**config.mk**
```make
export PLATFORM = sky130hd
export DESIGN_NAME = sensor_packet_deframer_unit
export DESIGN_NICKNAME = d
export VERILOG_FILES = /design/src/hdl/spd_pkg.sv /design/src/hdl/spd_cfg_regs.sv /design/src/hdl/spd_in_stage.sv /design/src/hdl/spd_parser.sv /design/src/hdl/spd_out_stage.sv /design/src/hdl/sensor_packet_deframer_unit.sv
export SDC_FILE = /design/constraint.sdc
export NUM_CORES = 1
export LEC_CHECK = 0
export ABC_CLOCK_PERIOD_IN_PS = 9200
export BUFFER_PORTS_ARGS = -buffer_cell sky130_fd_sc_hd__clkbuf_2
export CAP_MARGIN = 0
export CORE_AREA = 8 8 226 228
export DETAILED_ROUTE_END_ITERATION = 8
export DIE_AREA = 0 0 234 236
export PLACE_DENSITY = 0.42
export SLEW_MARGIN = 20
export SYNTH_ARGS = -nofsm -noshare
export SYNTH_HDL_FRONTEND = slang
export SYNTH_HIERARCHICAL = 1
export SYNTH_SLANG_ARGS = --single-unit
```
**constraint.sdc**
```tcl
create_clock -name clk -period 9.2 [get_ports clk]
set_clock_uncertainty 0.2 [all_clocks]
set_input_delay 1.84 -clock clk [delete_from_list [all_inputs] [get_ports clk]]
set_output_delay 1.84 -clock clk [all_outputs]
set_load 0.005 [all_outputs]
```
**src/hdl/spd_pkg.sv**
```systemverilog
// shared types and constants for the sensor packet deframer
package spd_pkg;

  // default number of address bytes skipped after the start code
  localparam int unsigned ADDR_BYTES_DEF = 4;

  localparam int unsigned CFG_W     = 16;
  localparam int unsigned CFG_IDX_W = 2;
  localparam int unsigned OUT_DW    = 56;

  // register indexes on the configuration port
  localparam logic [CFG_IDX_W-1:0] REG_START_CODE = 2'd0;
  localparam logic [CFG_IDX_W-1:0] REG_CAPACITY   = 2'd1;
  localparam logic [CFG_IDX_W-1:0] REG_TIMEOUT    = 2'd2;

  localparam logic [15:0] START_CODE_RST = 16'hEF01;
  localparam logic [15:0] CAPACITY_RST   = 16'd256;
  localparam logic [15:0] TIMEOUT_RST    = 16'd2500;
  localparam logic [15:0] GAP_MAX        = 16'hFFFF;

  // end of frame status codes
  localparam logic [2:0] ST_OK       = 3'd0;
  localparam logic [2:0] ST_SHORT    = 3'd1;
  localparam logic [2:0] ST_OVERFLOW = 3'd2;
  localparam logic [2:0] ST_CSUM     = 3'd3;
  localparam logic [2:0] ST_TIMEOUT  = 3'd4;

  // result kinds
  localparam logic KIND_DATA   = 1'b0;
  localparam logic KIND_STATUS = 1'b1;

  // input item kinds
  localparam logic FUNC_BYTE = 1'b0;
  localparam logic FUNC_TICK = 1'b1;

  typedef enum logic [8:0] {
    PH_HUNT_HI = 9'b000000001,
    PH_HUNT_LO = 9'b000000010,
    PH_ADDR    = 9'b000000100,
    PH_TYPE    = 9'b000001000,
    PH_LEN_HI  = 9'b000010000,
    PH_LEN_LO  = 9'b000100000,
    PH_DATA    = 9'b001000000,
    PH_CS_HI   = 9'b010000000,
    PH_CS_LO   = 9'b100000000
  } phase_t;

  typedef struct packed {
    logic [15:0] start_code;
    logic [15:0] capacity;
    logic [15:0] timeout;
  } cfg_t;

  typedef struct packed {
    logic [2:0]  status;
    logic [15:0] frame_length;
    logic [7:0]  frame_type;
    logic [15:0] byte_index;
    logic [7:0]  payload_byte;
    logic        kind;
  } result_t;

endpackage

```
**src/hdl/spd_cfg_regs.sv**
```systemverilog
// configuration register bank of the deframer
module spd_cfg_regs (
  input  logic                          clk,
  input  logic                          rst_n,
  input  logic                          cfg_we,
  input  logic [spd_pkg::CFG_IDX_W-1:0] cfg_index,
  input  logic [spd_pkg::CFG_W-1:0]     cfg_wdata,
  output spd_pkg::cfg_t                 cfg
);

  spd_pkg::cfg_t cfg_r, cfg_nxt;

  always_comb begin
    cfg_nxt = cfg_r;
    if (cfg_we) begin
      case (cfg_index)
        spd_pkg::REG_START_CODE: cfg_nxt.start_code = cfg_wdata;
        spd_pkg::REG_CAPACITY:   cfg_nxt.capacity   = cfg_wdata;
        spd_pkg::REG_TIMEOUT:    cfg_nxt.timeout    = cfg_wdata;
        default:                 cfg_nxt = cfg_r;
      endcase
    end
  end

  always_ff @(posedge clk) begin
    if (!rst_n) begin
      cfg_r.start_code <= spd_pkg::START_CODE_RST;
      cfg_r.capacity   <= spd_pkg::CAPACITY_RST;
      cfg_r.timeout    <= spd_pkg::TIMEOUT_RST;
    end else begin
      cfg_r <= cfg_nxt;
    end
  end

  assign cfg = cfg_r;

endmodule

```
**src/hdl/spd_in_stage.sv**
```systemverilog
// input register stage of the deframer
module spd_in_stage (
  input  logic       clk,
  input  logic       rst_n,
  input  logic       in_tvalid,
  output logic       in_tready,
  input  logic [7:0] in_tdata,
  input  logic       in_tuser,
  input  logic       advance,
  output logic       item_valid,
  output logic       item_func,
  output logic [7:0] item_byte
);

  logic       vld_r, vld_nxt;
  logic       func_r;
  logic [7:0] byte_r;
  logic       take;

  assign in_tready = !vld_r || advance;
  assign take      = in_tvalid && in_tready;

  always_comb begin
    vld_nxt = vld_r;
    if (take)         vld_nxt = 1'b1;
    else if (advance) vld_nxt = 1'b0;
  end

  always_ff @(posedge clk) begin
    if (!rst_n) begin
      vld_r <= 1'b0;
    end else begin
      vld_r <= vld_nxt;
    end
  end

  always_ff @(posedge clk) begin
    if (take) begin
      func_r <= in_tuser;
      byte_r <= in_tdata;
    end
  end

  assign item_valid = vld_r;
  assign item_func  = func_r;
  assign item_byte  = byte_r;

endmodule

```
**src/hdl/spd_parser.sv**
```systemverilog
// frame parser: phase machine, counters, checksum and gap timer
module spd_parser #(
  parameter int unsigned ADDR_BYTES = spd_pkg::ADDR_BYTES_DEF
) (
  input  logic             clk,
  input  logic             rst_n,
  input  logic             advance,
  input  logic             item_func,
  input  logic [7:0]       item_byte,
  input  spd_pkg::cfg_t    cfg,
  output logic             res_valid,
  output spd_pkg::result_t res
);

  localparam logic [15:0] ADDR_LAST = 16'(ADDR_BYTES);

  spd_pkg::phase_t phase_r, phase_nxt;
  logic [15:0] fc_r, fc_nxt;
  logic [7:0]  type_r, type_nxt;
  logic [15:0] len_r, len_nxt;
  logic [15:0] sum_r, sum_nxt;
  logic [7:0]  cs_hi_r, cs_hi_nxt;
  logic        ovf_r, ovf_nxt;
  logic [15:0] gap_r, gap_nxt;

  logic        clr;
  logic [15:0] fc_inc;
  logic [15:0] sum_add;
  logic [15:0] gap_inc;
  logic [15:0] wire_len;
  logic [15:0] pay_len;

  assign fc_inc   = fc_r + 16'd1;
  assign sum_add  = sum_r + {8'd0, item_byte};
  assign gap_inc  = (gap_r == spd_pkg::GAP_MAX) ? gap_r : gap_r + 16'd1;
  assign wire_len = {len_r[15:8], item_byte};
  assign pay_len  = wire_len - 16'd2;

  always_comb begin
    phase_nxt = phase_r;
    fc_nxt    = fc_r;
    type_nxt  = type_r;
    len_nxt   = len_r;
    sum_nxt   = sum_r;
    cs_hi_nxt = cs_hi_r;
    ovf_nxt   = ovf_r;
    gap_nxt   = gap_r;
    clr       = 1'b0;
    res_valid = 1'b0;
    res       = '0;

    if (item_func == spd_pkg::FUNC_TICK) begin
      // ticks only count while a frame is under way
      if (phase_r != spd_pkg::PH_HUNT_HI) begin
        gap_nxt = gap_inc;
        if (gap_inc >= cfg.timeout) begin
          res_valid   = 1'b1;
          res.kind    = spd_pkg::KIND_STATUS;
          res.status  = spd_pkg::ST_TIMEOUT;
          res.frame_type = type_r;
          if (phase_r == spd_pkg::PH_DATA || phase_r == spd_pkg::PH_CS_HI ||
              phase_r == spd_pkg::PH_CS_LO) begin
            res.frame_length = len_r;
          end
          clr = 1'b1;
        end
      end
    end else begin
      gap_nxt = '0;
      case (phase_r)
        spd_pkg::PH_HUNT_HI: begin
          if (item_byte == cfg.start_code[15:8]) phase_nxt = spd_pkg::PH_HUNT_LO;
        end
        spd_pkg::PH_HUNT_LO: begin
          // a wrong second byte is not rechecked as a first byte
          if (item_byte == cfg.start_code[7:0]) begin
            fc_nxt    = '0;
            phase_nxt = (ADDR_BYTES > 0) ? spd_pkg::PH_ADDR : spd_pkg::PH_TYPE;
          end else begin
            phase_nxt = spd_pkg::PH_HUNT_HI;
          end
        end
        spd_pkg::PH_ADDR: begin
          fc_nxt = fc_inc;
          if (fc_inc >= ADDR_LAST) begin
            fc_nxt    = '0;
            phase_nxt = spd_pkg::PH_TYPE;
          end
        end
        spd_pkg::PH_TYPE: begin
          type_nxt  = item_byte;
          sum_nxt   = {8'd0, item_byte};
          phase_nxt = spd_pkg::PH_LEN_HI;
        end
        spd_pkg::PH_LEN_HI: begin
          len_nxt   = {item_byte, 8'd0};
          sum_nxt   = sum_add;
          phase_nxt = spd_pkg::PH_LEN_LO;
        end
        spd_pkg::PH_LEN_LO: begin
          sum_nxt = sum_add;
          if (wire_len < 16'd2) begin
            res_valid      = 1'b1;
            res.kind       = spd_pkg::KIND_STATUS;
            res.status     = spd_pkg::ST_SHORT;
            res.frame_type = type_r;
            clr            = 1'b1;
          end else begin
            len_nxt   = pay_len;
            fc_nxt    = '0;
            ovf_nxt   = pay_len > cfg.capacity;
            phase_nxt = (pay_len == 16'd0) ? spd_pkg::PH_CS_HI : spd_pkg::PH_DATA;
          end
        end
        spd_pkg::PH_DATA: begin
          sum_nxt = sum_add;
          fc_nxt  = fc_inc;
          if (fc_inc >= len_r) phase_nxt = spd_pkg::PH_CS_HI;
          // oversized frames are consumed silently
          if (!ovf_r) begin
            res_valid        = 1'b1;
            res.kind         = spd_pkg::KIND_DATA;
            res.payload_byte = item_byte;
            res.byte_index   = fc_r;
            res.frame_type   = type_r;
            res.frame_length = len_r;
            res.status       = spd_pkg::ST_OK;
          end
        end
        spd_pkg::PH_CS_HI: begin
          cs_hi_nxt = item_byte;
          phase_nxt = spd_pkg::PH_CS_LO;
        end
        spd_pkg::PH_CS_LO: begin
          res_valid        = 1'b1;
          res.kind         = spd_pkg::KIND_STATUS;
          res.frame_type   = type_r;
          res.frame_length = len_r;
          if (ovf_r)                                res.status = spd_pkg::ST_OVERFLOW;
          else if ({cs_hi_r, item_byte} != sum_r)   res.status = spd_pkg::ST_CSUM;
          else                                      res.status = spd_pkg::ST_OK;
          clr = 1'b1;
        end
        default: clr = 1'b1;
      endcase
    end

    if (clr) begin
      phase_nxt = spd_pkg::PH_HUNT_HI;
      fc_nxt    = '0;
      type_nxt  = '0;
      len_nxt   = '0;
      sum_nxt   = '0;
      cs_hi_nxt = '0;
      ovf_nxt   = 1'b0;
      gap_nxt   = '0;
    end
  end

  always_ff @(posedge clk) begin
    if (!rst_n) begin
      phase_r <= spd_pkg::PH_HUNT_HI;
      fc_r    <= '0;
      type_r  <= '0;
      len_r   <= '0;
      sum_r   <= '0;
      cs_hi_r <= '0;
      ovf_r   <= 1'b0;
      gap_r   <= '0;
    end else if (advance) begin
      phase_r <= phase_nxt;
      fc_r    <= fc_nxt;
      type_r  <= type_nxt;
      len_r   <= len_nxt;
      sum_r   <= sum_nxt;
      cs_hi_r <= cs_hi_nxt;
      ovf_r   <= ovf_nxt;
      gap_r   <= gap_nxt;
    end
  end

endmodule

```
**src/hdl/spd_out_stage.sv**
```systemverilog
// result register stage of the deframer
module spd_out_stage (
  input  logic                       clk,
  input  logic                       rst_n,
  input  logic                       load,
  input  spd_pkg::result_t           res,
  output logic                       space,
  output logic                       out_tvalid,
  input  logic                       out_tready,
  output logic [spd_pkg::OUT_DW-1:0] out_tdata,
  output logic                       out_tuser
);

  localparam int unsigned PAD_W = spd_pkg::OUT_DW - ($bits(spd_pkg::result_t) - 1);

  logic             vld_r, vld_nxt;
  spd_pkg::result_t res_r;

  assign space = !vld_r || out_tready;

  always_comb begin
    vld_nxt = vld_r;
    if (load)            vld_nxt = 1'b1;
    else if (out_tready) vld_nxt = 1'b0;
  end

  always_ff @(posedge clk) begin
    if (!rst_n) begin
      vld_r <= 1'b0;
    end else begin
      vld_r <= vld_nxt;
    end
  end

  always_ff @(posedge clk) begin
    if (load) res_r <= res;
  end

  assign out_tvalid = vld_r;
  assign out_tuser  = res_r.kind;
  assign out_tdata  = {{PAD_W{1'b0}}, res_r.status, res_r.frame_length, res_r.frame_type,
                       res_r.byte_index, res_r.payload_byte};

endmodule

```
**src/hdl/sensor_packet_deframer_unit.sv**
```systemverilog
// top level of the sensor packet deframer
//
//  port group  dir  payload
//  in_         in   tdata: rx_byte[7:0]; tuser: func (0 byte, 1 tick)
//  out_        out  tdata: payload_byte, byte_index, frame_type, frame_length, status
//                   tuser: kind (0 payload byte, 1 end of frame status)
//  cfg_        in   index 0 start_code, 1 payload_capacity, 2 byte_timeout_ticks
//
// one input transaction per cycle unless the parser step waits; each one is parsed
// from the input register, and its result is registered in the result stage
// a transaction gives at most one result; the parser step waits only when the
// result register is still full and out_tready is low
// rst_n (synchronous) returns the parser to start code hunting and the
// registers to their defaults; configuration writes take effect on the next edge
module sensor_packet_deframer_unit #(
  parameter int unsigned ADDR_BYTES = spd_pkg::ADDR_BYTES_DEF
) (
  input  logic                          clk,
  input  logic                          rst_n,
  // input channel
  input  logic                          in_tvalid,
  output logic                          in_tready,
  input  logic [7:0]                    in_tdata,   // rx_byte[7:0]
  input  logic                          in_tuser,   // func[0]
  // result channel
  output logic                          out_tvalid,
  input  logic                          out_tready,
  // payload_byte[7:0], byte_index[23:8], frame_type[31:24],
  // frame_length[47:32], status[50:48], zero pad[55:51]
  output logic [spd_pkg::OUT_DW-1:0]    out_tdata,
  output logic                          out_tuser,  // kind[0]
  // configuration port
  input  logic                          cfg_we,
  input  logic [spd_pkg::CFG_IDX_W-1:0] cfg_index,
  input  logic [spd_pkg::CFG_W-1:0]     cfg_wdata
);

  spd_pkg::cfg_t    cfg;
  spd_pkg::result_t res;
  logic             item_valid;
  logic             item_func;
  logic [7:0]       item_byte;
  logic             res_valid;
  logic             space;
  logic             advance;

  // parse the held transaction once the result side can take its result
  assign advance = item_valid && space;

  spd_cfg_regs u_cfg (
    .clk       (clk),
    .rst_n     (rst_n),
    .cfg_we    (cfg_we),
    .cfg_index (cfg_index),
    .cfg_wdata (cfg_wdata),
    .cfg       (cfg)
  );

  spd_in_stage u_in (
    .clk        (clk),
    .rst_n      (rst_n),
    .in_tvalid  (in_tvalid),
    .in_tready  (in_tready),
    .in_tdata   (in_tdata),
    .in_tuser   (in_tuser),
    .advance    (advance),
    .item_valid (item_valid),
    .item_func  (item_func),
    .item_byte  (item_byte)
  );

  spd_parser #(
    .ADDR_BYTES (ADDR_BYTES)
  ) u_parser (
    .clk       (clk),
    .rst_n     (rst_n),
    .advance   (advance),
    .item_func (item_func),
    .item_byte (item_byte),
    .cfg       (cfg),
    .res_valid (res_valid),
    .res       (res)
  );

  spd_out_stage u_out (
    .clk        (clk),
    .rst_n      (rst_n),
    .load       (advance && res_valid),
    .res        (res),
    .space      (space),
    .out_tvalid (out_tvalid),
    .out_tready (out_tready),
    .out_tdata  (out_tdata),
    .out_tuser  (out_tuser)
  );

endmodule
```
# Word level (Yosys, flattened, before mapping)
# Index checks and enable logic that the tools add are counted.
# word_totals
regBits,201
input_bits,32
out_inout_bits,59
wordCells,151
# classes
addsub,4
magnitude_cmp,5
n_eq_ne,24
n_mux,62
bitwise_logic,1
reduce_logical,34
# ops
operator,n
$mux W16,15
$pmux W16 S2,3
$mux W27,3
$pmux W9 S8,1
$mux W8,8
$pmux W16 S4,1
$mux W9,6
$mux W49,1
$add A16 B1 Y16 const B,2
$ge A16 B16 Y1,2
$pmux W8 S3,1
$add A16 B8 Y16,1
$eq A16 B16 Y1 const B,1
$eq A8 B8 Y1,2
$ge A16 B3 Y1 const B,1
$gt A16 B16 Y1,1
$logic_not A16 Y1,1
$lt A16 B2 Y1 const B,1
$mux W1,16
$ne A16 B16 Y1,1
$sub A16 B2 Y16 const B,1
$ne A3 B1 Y1 const B,4
$reduce_bool A2 Y1,5
$eq A9 B1 Y1 const B,1
other kinds (33),51

# Logic depth before layout (Yosys ltp)
# Gate-level depths: netlist of the first run.
# logic_depth
ltp_word,8
depth_mapped,21
ltp_nobuf,18

# Modules after synthesis
# The synthesis of the first run kept the hierarchy.
# modules_own_cells
mod,n_inst,cells_per_inst,area_per_inst_um2,seq_area_each_um2
spd_parser,1,995,7679.9,1801.7
spd_cfg_regs,1,190,2009.4,960.9
spd_out_stage,1,62,1651.6,1581.5
spd_in_stage,1,14,327.8,290.3
sensor_packet_deframer_unit,1,2,12.5,0.0

# Least setup slack after synthesis of the first run
# Ideal clock, no wire load.
# synth_path
path_type,register -> register
startpoint,register u_parser.gap_r[4]
endpoint,register u_out.res_r (netlist bit u_out/out_tdata[0]) (enable)
setup_time_ns,0.416
t_arrival_ns,4.915
t_required_ns,8.584
setup_slack_ns,3.669
stages_incl_launch_ff,20
path_buffers,3
period_less_slack_ns,5.531
cell_sequence,dfxtp_1 buf_2 and4_1 nand4_1 or4_1 buf_2 nand2_2 nor2_1 and4_1 xor2_1 ha_1 and4_1 nand2_1 o311a_1 a21o_4 inv_4 buf_4 a21oi_1 inv_1 and3_1
# synth_via
elab_chain_cells,7
word_cells_on_any_way,8
classes_between,add/sub: 1; order compare: 1; eq/ne: 1; mux: 4; reduce/logical: 1
# synth_lines
item,line_no,text
from (decl),spd_parser.sv:24,"logic [15:0] gap_r, gap_nxt;"
from (signal assigned),spd_parser.sv:178,gap_r <= gap_nxt;
$add A16 B1 Y16 / $eq A16 B16 Y1 (equally long branches),spd_parser.sv:35,assign gap_inc = (gap_r == spd_pkg::GAP_MAX) ? gap_r : gap_r + 16'd1;
$mux W16 *,spd_parser.sv:35,
$ge A16 B16 Y1 *,spd_parser.sv:56,if (gap_inc >= cfg.timeout) begin
$mux W1 *,spd_parser.sv:56,
$mux W1 *,spd_parser.sv:54,if (phase_r != spd_pkg::PH_HUNT_HI) begin
$mux W1 *,spd_parser.sv:52,if (item_func == spd_pkg::FUNC_TICK) begin
net res_valid,sensor_packet_deframer_unit.sv:43,logic res_valid;
$logic_and A1 B1 Y1 *,sensor_packet_deframer_unit.sv:88,".load (advance && res_valid),"
to (signal assigned),spd_out_stage.sv:36,if (load) res_r <= res;
to (decl),spd_out_stage.sv:17,spd_pkg::result_t res_r;
# The timed path passes the listed nets; every way through them passes the cells marked *.
# A chain may end at the register's enable or synchronous reset.

# Worst setup path after layout of the first run
# layout_path
startpoint,register u_parser.gap_r[4]
endpoint,register u_parser.fc_r[10]
# layout_via
elab_chain_cells,8
word_cells_on_any_way,13
classes_between,add/sub: 1; order compare: 1; eq/ne: 4; mux: 5; reduce/logical: 2
# layout_lines
item,line_no,text
$add A16 B1 Y16 / $eq A16 B16 Y1 (equally long branches),spd_parser.sv:35,
$mux W16 *,spd_parser.sv:35,
$ge A16 B16 Y1 *,spd_parser.sv:56,
$mux W1 *,spd_parser.sv:56,
$mux W1 *,spd_parser.sv:54,
$mux W1 *,spd_parser.sv:52,
"$ne A3 B1 Y1 (no line), or another cell as far along",-,
$reduce_and A5 Y1 (no line),-,
to (signal assigned),spd_parser.sv:172,fc_r <= fc_nxt;
to (decl),spd_parser.sv:18,"logic [15:0] fc_r, fc_nxt;"
# Mark *: on every way between the ends. The rest lies on a longest branch, timed or not.

==> metrics, run 1 <==
status=finished clean; Routed WL=35.77 mm; Vias/cell=4.764; required time of the critical path=between 9 and 10 ns; final instance area=13,310 um^2; remaining global-route overflow=0; Area contributors post-synth=dfxtp_1, edfxtp_1, ha_1, nand2_1, xnor2_1; top cell type's share of synthesized area=23.99%; die height=236 um; leading area contributor after synthesis=dfxtp_1; Crit Path Class=flop to flop; Core Area=~47,000 um^2; Port Buffer Count=85; Post-synth EDFFs=61; clk_lat worst skew=about 0.54 ns; post-route clock period utilization=61.71%; layout cells sized above 1=15.33%; RSZ-0062 raised after global routing=false; area occupied by multi-input gates=6232 um^2; cts repair resizes=0; worst slew pin tran=approximately 1 ns; # DRC=0; hpwl dp=25.80 mm; Iter 0 DRT Violations=approximately 630; compound-gate portion of the synthesized area=13.74%; Slew Limit Fails=0; adder-cell share of the synthesized area=6.598%; CP Launch Type=flop; CP endpoint kind=flop; final hold vios=0; f_max=176.1 MHz; CTS buffer count=25; Sinks on Clock Net=201; # diodes=0; initial antenna violation count=0; Cell Area, Placed=12,510 um^2; most used flip-flop cell after synthesis=dfxtp_1; setup TNS=0 ns; Root Buffer=clkbuf_16; Die X-Extent=between 200 and 250 um; Slew headroom=32.02%; final antenna-violating net count=0; clock slew seen by the registers of the worst setup and hold paths=0.06 ns; Area Growth Syn to Fin=13.96%; GR Util All Layers=12.77%; power per cell area=152.2 nW/um^2; xor and xnor area share after synthesis=between 5 and 6%; Reg area=between 4000 and 5000 um^2; CP arrival=5.95 ns; Max IR drop VDD=103.1 uV; # rows=80; CTS tree=done; cells after synthesis=1,263; vias in the first global route=9,293; routed length per placed instance=18.38 um; Simple-Gate Fraction of Synth Area=23.06%; Mean Syn Cell Area=9.249 um^2; CTS H-tree lvls=1; Unique masters post-synth=107; main combinational cell family by area after synthesis=simple AND/OR/NAND/NOR gates; Hold Crit Class=flop to flop; most frequent cells in the layout=dfxtp_1, nand2_1, inv_1; Die ar.=55,220 um^2; number of post-CTS setup repair buffers=0; CTS Hold Bufs=0; wl on met1=16.99 mm; number of synthesized register bits=201; post-synthesis mux area share=4.188%; Via Count=9,270; net count reported at finish=1,406; post-synthesis sequential area ratio=39.67%; IO Count=91; first-pass GRT wire length=55.39 mm; largest net degree at the start of global routing=74; Tmin final=between 5 and 6 ns; Fillers=~5,100; Final setup viols=0; most common cell after layout, fill and taps aside=dfxtp_1; WL met3=~2 mm; met2 wire len=15.65 mm; RePlAce Congestion=about 0.84; initial core utilization=24.67%; post-synthesis cell area=approximately 12,000 um^2; max_cap viols=0; Synth Warn #=6; P_leak=just over 5 nW; DR pass1 iterations=5; clk buf depth=3; Worst Path Max Fanout=16; highest metal used=met4; Synth async-reset ratio=0%
[flip-flops by register name (all words and copies together) (netlist names), 8 cells and up]
| signal | flops |
|---|---|
| u_parser/len_r | 16 |
| u_out/out_tdata | 51 |
| u_parser/gap_r | 16 |
| u_parser/type_r | 8 |
| u_parser/cs_hi_r | 8 |
| u_parser/fc_r | 16 |
| u_in/item_byte | 8 |
| u_parser/phase_r | 9 |
| u_cfg/cfg | 48 |
| u_parser/sum_r | 16 |
[worst paths after layout]
check	end	start	slack (ns)	cells after the start
worst min-delay path	u_parser/sum_r[6]	u_parser/sum_r[6]	0.25	2
worst max-delay path	u_parser/fc_r[10]	u_parser/gap_r[4]	3.52	16
worst max register to register	u_parser/fc_r[10]	u_parser/gap_r[4]	3.52	16
worst min register to register	u_parser/sum_r[6]	u_parser/sum_r[6]	0.25	2
[worst max-delay path, stage by stage, from the launching register on]
cell and delay [ns]:
dfxtp_1 0.47, and4_1 0.34, nand4_1 0.16, or4_1 0.70
nand2_2 0.16, nor2_1 0.14, and4_1 0.27, xor2_1 0.15
ha_1 0.29, and4_1 0.22, nand2_1 0.06, o311a_1 0.42
a31oi_2 0.85, nand2_1 0.14, a211oi_2 0.68, nor3b_1 0.25
o21bai_1 0.13
[report_power, final]
group,switching [mW],total (mW),internal (mW)
Clock,0.398,0.973,0.575
Combinational,0.0806,0.124,0.0430
Sequential,0.00966,0.929,0.920
[per-layer routing]
layer | track usage [%] | up-vias
met5 | 0 | -
met4 | 4.082 | 0
met3 | 2.929 | 58
met2 | 19.96 | 197
met1 | 17.15 | 4397
li1 | - | 4618
[metrics by stage]
stage	utilization (%)	setup slack, ns	hold WS, ns	total power, mW	instances
after floorplan	-	3.669	0.2318	1.030	1267
after global placement	26.42	3.617	0.2476	1.072	1900
after detailed placement	26.42	3.433	0.2506	1.073	1900
after CTS	28.09	3.428	0.2577	2.062	1945
after global routing	28.12	3.156	0.2728	2.108	1946
final	28.12	3.522	0.2547	2.026	1946
[cell families (layout without fill, tap and decap cells)]
family / Yosys count / in the layout
flops: 201 / 201
fa+ha+maj: 61 / 61
buf+inv: 171 / 235
other cells: 1 / 5
simple gates: 481 / 481
compound gates: 227 / 227
xor+xnor: 73 / 73
mux: 48 / 48
[layout make-up]
| type | count | share of cell area (%) |
|---|---|---|
| Inverter | 89 | 2.528 |
| Timing Repair Buffer | 101 | 4.126 |
| Sequential cell | 201 | 34.82 |
| Tap cell | 615 | 5.781 |
| Multi-Input combinational cell | 895 | 46.82 |
| Clock buffer | 36 | 5.170 |
| Clock inverter | 9 | 0.7613 |
[Yosys cell counts (23+ instances only)]
master,count
inv_1,85
edfxtp_1,61
clkbuf_1,30
a21oi_1,76
buf_2,23
xnor2_1,52
dfxtp_1,140
o21ai_0,24
and2_1,38
nor3_1,34
nor2_1,73
mux2i_1,44
nand2_1,131
ha_1,60
nand3_1,37
nand4_1,31
(Power assumes the default switching activity.)
==> inputs of run 2 (changes only) <==
- ABC_CLOCK_PERIOD_IN_PS: 9200 -> 5700
- clock period: 9.2 -> 5.7 ns (I/O delays scaled with it)
==> run 2 against run 1 <==
Net effect: power up 67%; wire length grew 1.4%; core utilization up 0.31 points; register-to-register slack got worse by 3.0 ns; critical path type unchanged; highest routed layer unchanged.
==> metrics, run 2 (synthesis results as in run 1) <==
Hold Path Stages=2 (unchanged); status=finished clean (unchanged); met1 usage=17.54% (was 17.15%); RSZ-0062 raised after global routing=false (unchanged); Flop pwr share=44.5% (was 45.9%); die height=236 um (unchanged); Routed WL=36.26 mm (was 35.77 mm); Setup Slack @ Placement=0.5561 ns (was 3.433 ns); DR pass1 iterations=5 (unchanged); Port Buffer Count=85 (unchanged); Worst Hold Launch=u_parser/type_r[3] (was u_parser/sum_r[6]); clk_lat worst skew=0.54 ns (about the same); required time of the critical path=5.71 ns (was 9.48 ns); IO Count=91 (unchanged); f_max=192.4 MHz (was 176.1 MHz); clk buf depth=3 (unchanged); CP endpoint kind=flop (unchanged); Die X-Extent=234 um (unchanged); largest net degree at the start of global routing=74 (unchanged); Clk pwr share=49.8% (was 48.0%); cts repair resizes=0 (unchanged); P_leak=5.155 nW (was 5.086 nW); Slew headroom=32.74% (was 32.02%); Cell Area, Placed=12,560 um^2 (was 12,510 um^2); setup TNS=0 ns (unchanged); CTS buffer count=26 (was 25); # rows=80 (unchanged); sw frac=23.30% (was 24.09%); Slew Limit Fails=0 (unchanged); max reg flops=51 (unchanged); worst slew pin tran=1.005 ns (was 1.017 ns); worst setup margin=0.5032 ns (was 3.522 ns); Tmin final=5.197 ns (was 5.678 ns); R2R Setup Slk=0.50 ns (was 3.52 ns); Area Growth Syn to Fin=15.22% (was 13.96%); Die ar.=55,220 um^2 (unchanged); initial core utilization=24.67% (unchanged); post-route clock period utilization=91.17% (was 61.71%); CP Launch Type=flop (unchanged); Via Count=9,356 (was 9,270); Worst Path Max Fanout=40 (was 16); GR Util All Layers=12.89% (was 12.77%); Net Switching=0.7888 mW (was 0.4881 mW); Hold Path End=u_parser/type_r[3] (was u_parser/sum_r[6]); Comb power frac=5.7% (was 6.1%); Core Area=47,350 um^2 (unchanged); clock slew seen by the registers of the worst setup and hold paths=0.06 ns (about the same); # DRC=0 (unchanged); remaining global-route overflow=0 (unchanged); r2r startpoint=u_parser/gap_r[4] (unchanged); most common cell after layout, fill and taps aside=dfxtp_1 (unchanged); first-pass GRT wire length=55.93 mm (was 55.39 mm); Root Buffer=clkbuf_16 (unchanged); Final setup viols=0 (unchanged); vias in the first global route=9,255 (was 9,293); RePlAce Congestion=0.8144 (was 0.8382); initial antenna violation count=1 (was 0); final antenna-violating net count=0 (unchanged); most frequent cells in the layout=dfxtp_1, nand2_1, inv_1 (unchanged); layout cells sized above 1=16.08% (was 15.33%); routed length per placed instance=18.56 um (was 18.38 um); max_cap viols=0 (unchanged); routing usage on met3=2.233% (was 2.929%); final std cells w/o fill=1,954 (was 1,946); final instance area=13,460 um^2 (was 13,310 um^2); met2 Track Usage GR=20.80% (was 19.96%); Max IR drop VDD=157.8 uV (was 103.1 uV); CTS tree=done (unchanged); Placed Instances=1,904 (was 1,900); number of post-CTS setup repair buffers=0 (unchanged); CP arrival=5.21 ns (was 5.95 ns); hpwl dp=26.77 mm (was 25.80 mm); net count reported at finish=1,410 (was 1,406); Crit Path Class=flop to flop (unchanged); Pint=2.596 mW (was 1.538 mW); final hold vios=0 (unchanged); power per cell area=251.5 nW/um^2 (was 152.2 nW/um^2); Fillers=5,069 (was 5,080); Hold Crit Class=flop to flop (unchanged); RR Endpoint=u_out/out_tdata[43] (was u_parser/fc_r[10]); Sinks on Clock Net=201 (unchanged); worst reg2reg path depth=17 (was 16); CTS H-tree lvls=1 (unchanged); GR peak layer=met2 (unchanged); CTS Hold Bufs=0 (unchanged); Vias/cell=4.788 (was 4.764); Iter 0 DRT Violations=540 (was 629)
## run 2: cell types whose count changed in the layout (fill, tap and decap cells not counted), moves of 2 or more
cell        before  now
diode_2          0    2
clkbuf_8         0    8
clkbuf_16       26   28
clkbuf_1        10    6
clkinvlp_4       0    2
buf_4           15   18
clkinv_2         4    2
## run 2: per-stage QoR
| stage | util, % | hold WS (ns) | total power, mW |
|---|---|---|---|
| finish | 28.43 | 0.2507 | 3.385 |
| global route | 28.42 | 0.2770 | 3.528 |
| CTS | 28.42 | 0.2548 | 3.449 |
| detailed placement | 26.53 | 0.2460 | 1.732 |
| global placement | 26.51 | 0.2415 | 1.729 |
| floorplan | - | 0.2318 | 1.663 |
## run 2: worst max-delay path by stage
stage	start	cells after the start	endpoint
2_1_floorplan	u_parser/gap_r[4]	19	u_out/out_tdata[0]
3_5_place_dp	u_parser/gap_r[4]	17	u_out/out_tdata[40]
5_1_grt	u_parser/gap_r[4]	17	u_parser/cs_hi_r[1]
3_3_place_gp	u_parser/gap_r[4]	16	u_parser/gap_r[5]
4_1_cts	u_parser/gap_r[4]	17	u_out/out_tdata[43]
6_report	u_parser/gap_r[4]	17	u_out/out_tdata[43]
## run 2: metal layers
| metal | vias to the layer above | part of all wire, % |
|---|---|---|
| met5 | - | 0 |
| met1 | 4486 | 48 |
| met2 | 202 | 45 |
| met4 | 0 | 2.4 |
| li1 | 4625 | - |
| met3 | 43 | 4.5 |
## run 2: layout make-up
type	instances	area, um^2	share of cell area (%)
Sequential cell	201	4634	34.43
Tap cell	615	769.5	5.717
Inverter	89	336.6	2.501
Clock inverter	6	61.31	0.4555
Clock buffer	42	833.3	6.191
Multi-Input combinational cell	895	6238	46.35
Timing Repair Buffer	104	580.6	4.313
Antenna cell	2	5.005	0.03718
## run 2: power by group through the flow
| stage | logic (mW) | clock network, mW | registers (mW) |
|---|---|---|---|
| detailed placement | 0.196 | 0 | 1.54 |
| floorplan | 0.139 | 0 | 1.52 |
| finish | 0.194 | 1.69 | 1.50 |
| CTS | 0.197 | 1.75 | 1.51 |
| global placement | 0.193 | 0 | 1.54 |
| global route | 0.215 | 1.81 | 1.51 |
## run 2: worst max-delay path, stage by stage (launching register included)
cell and delay (ns):
dfxtp_1 0.45, and4_1 0.33, nand4_1 0.15, or4_1 0.69, nand2_2 0.16, nor2_1 0.13
and4_1 0.26, xor2_1 0.15, ha_1 0.30, and4_1 0.22, nand2_1 0.06, o311a_1 0.41
a21o_4 0.27, inv_4 0.21, a21oi_1 0.22, inv_1 0.11, and3_2 0.26, buf_12 0.24
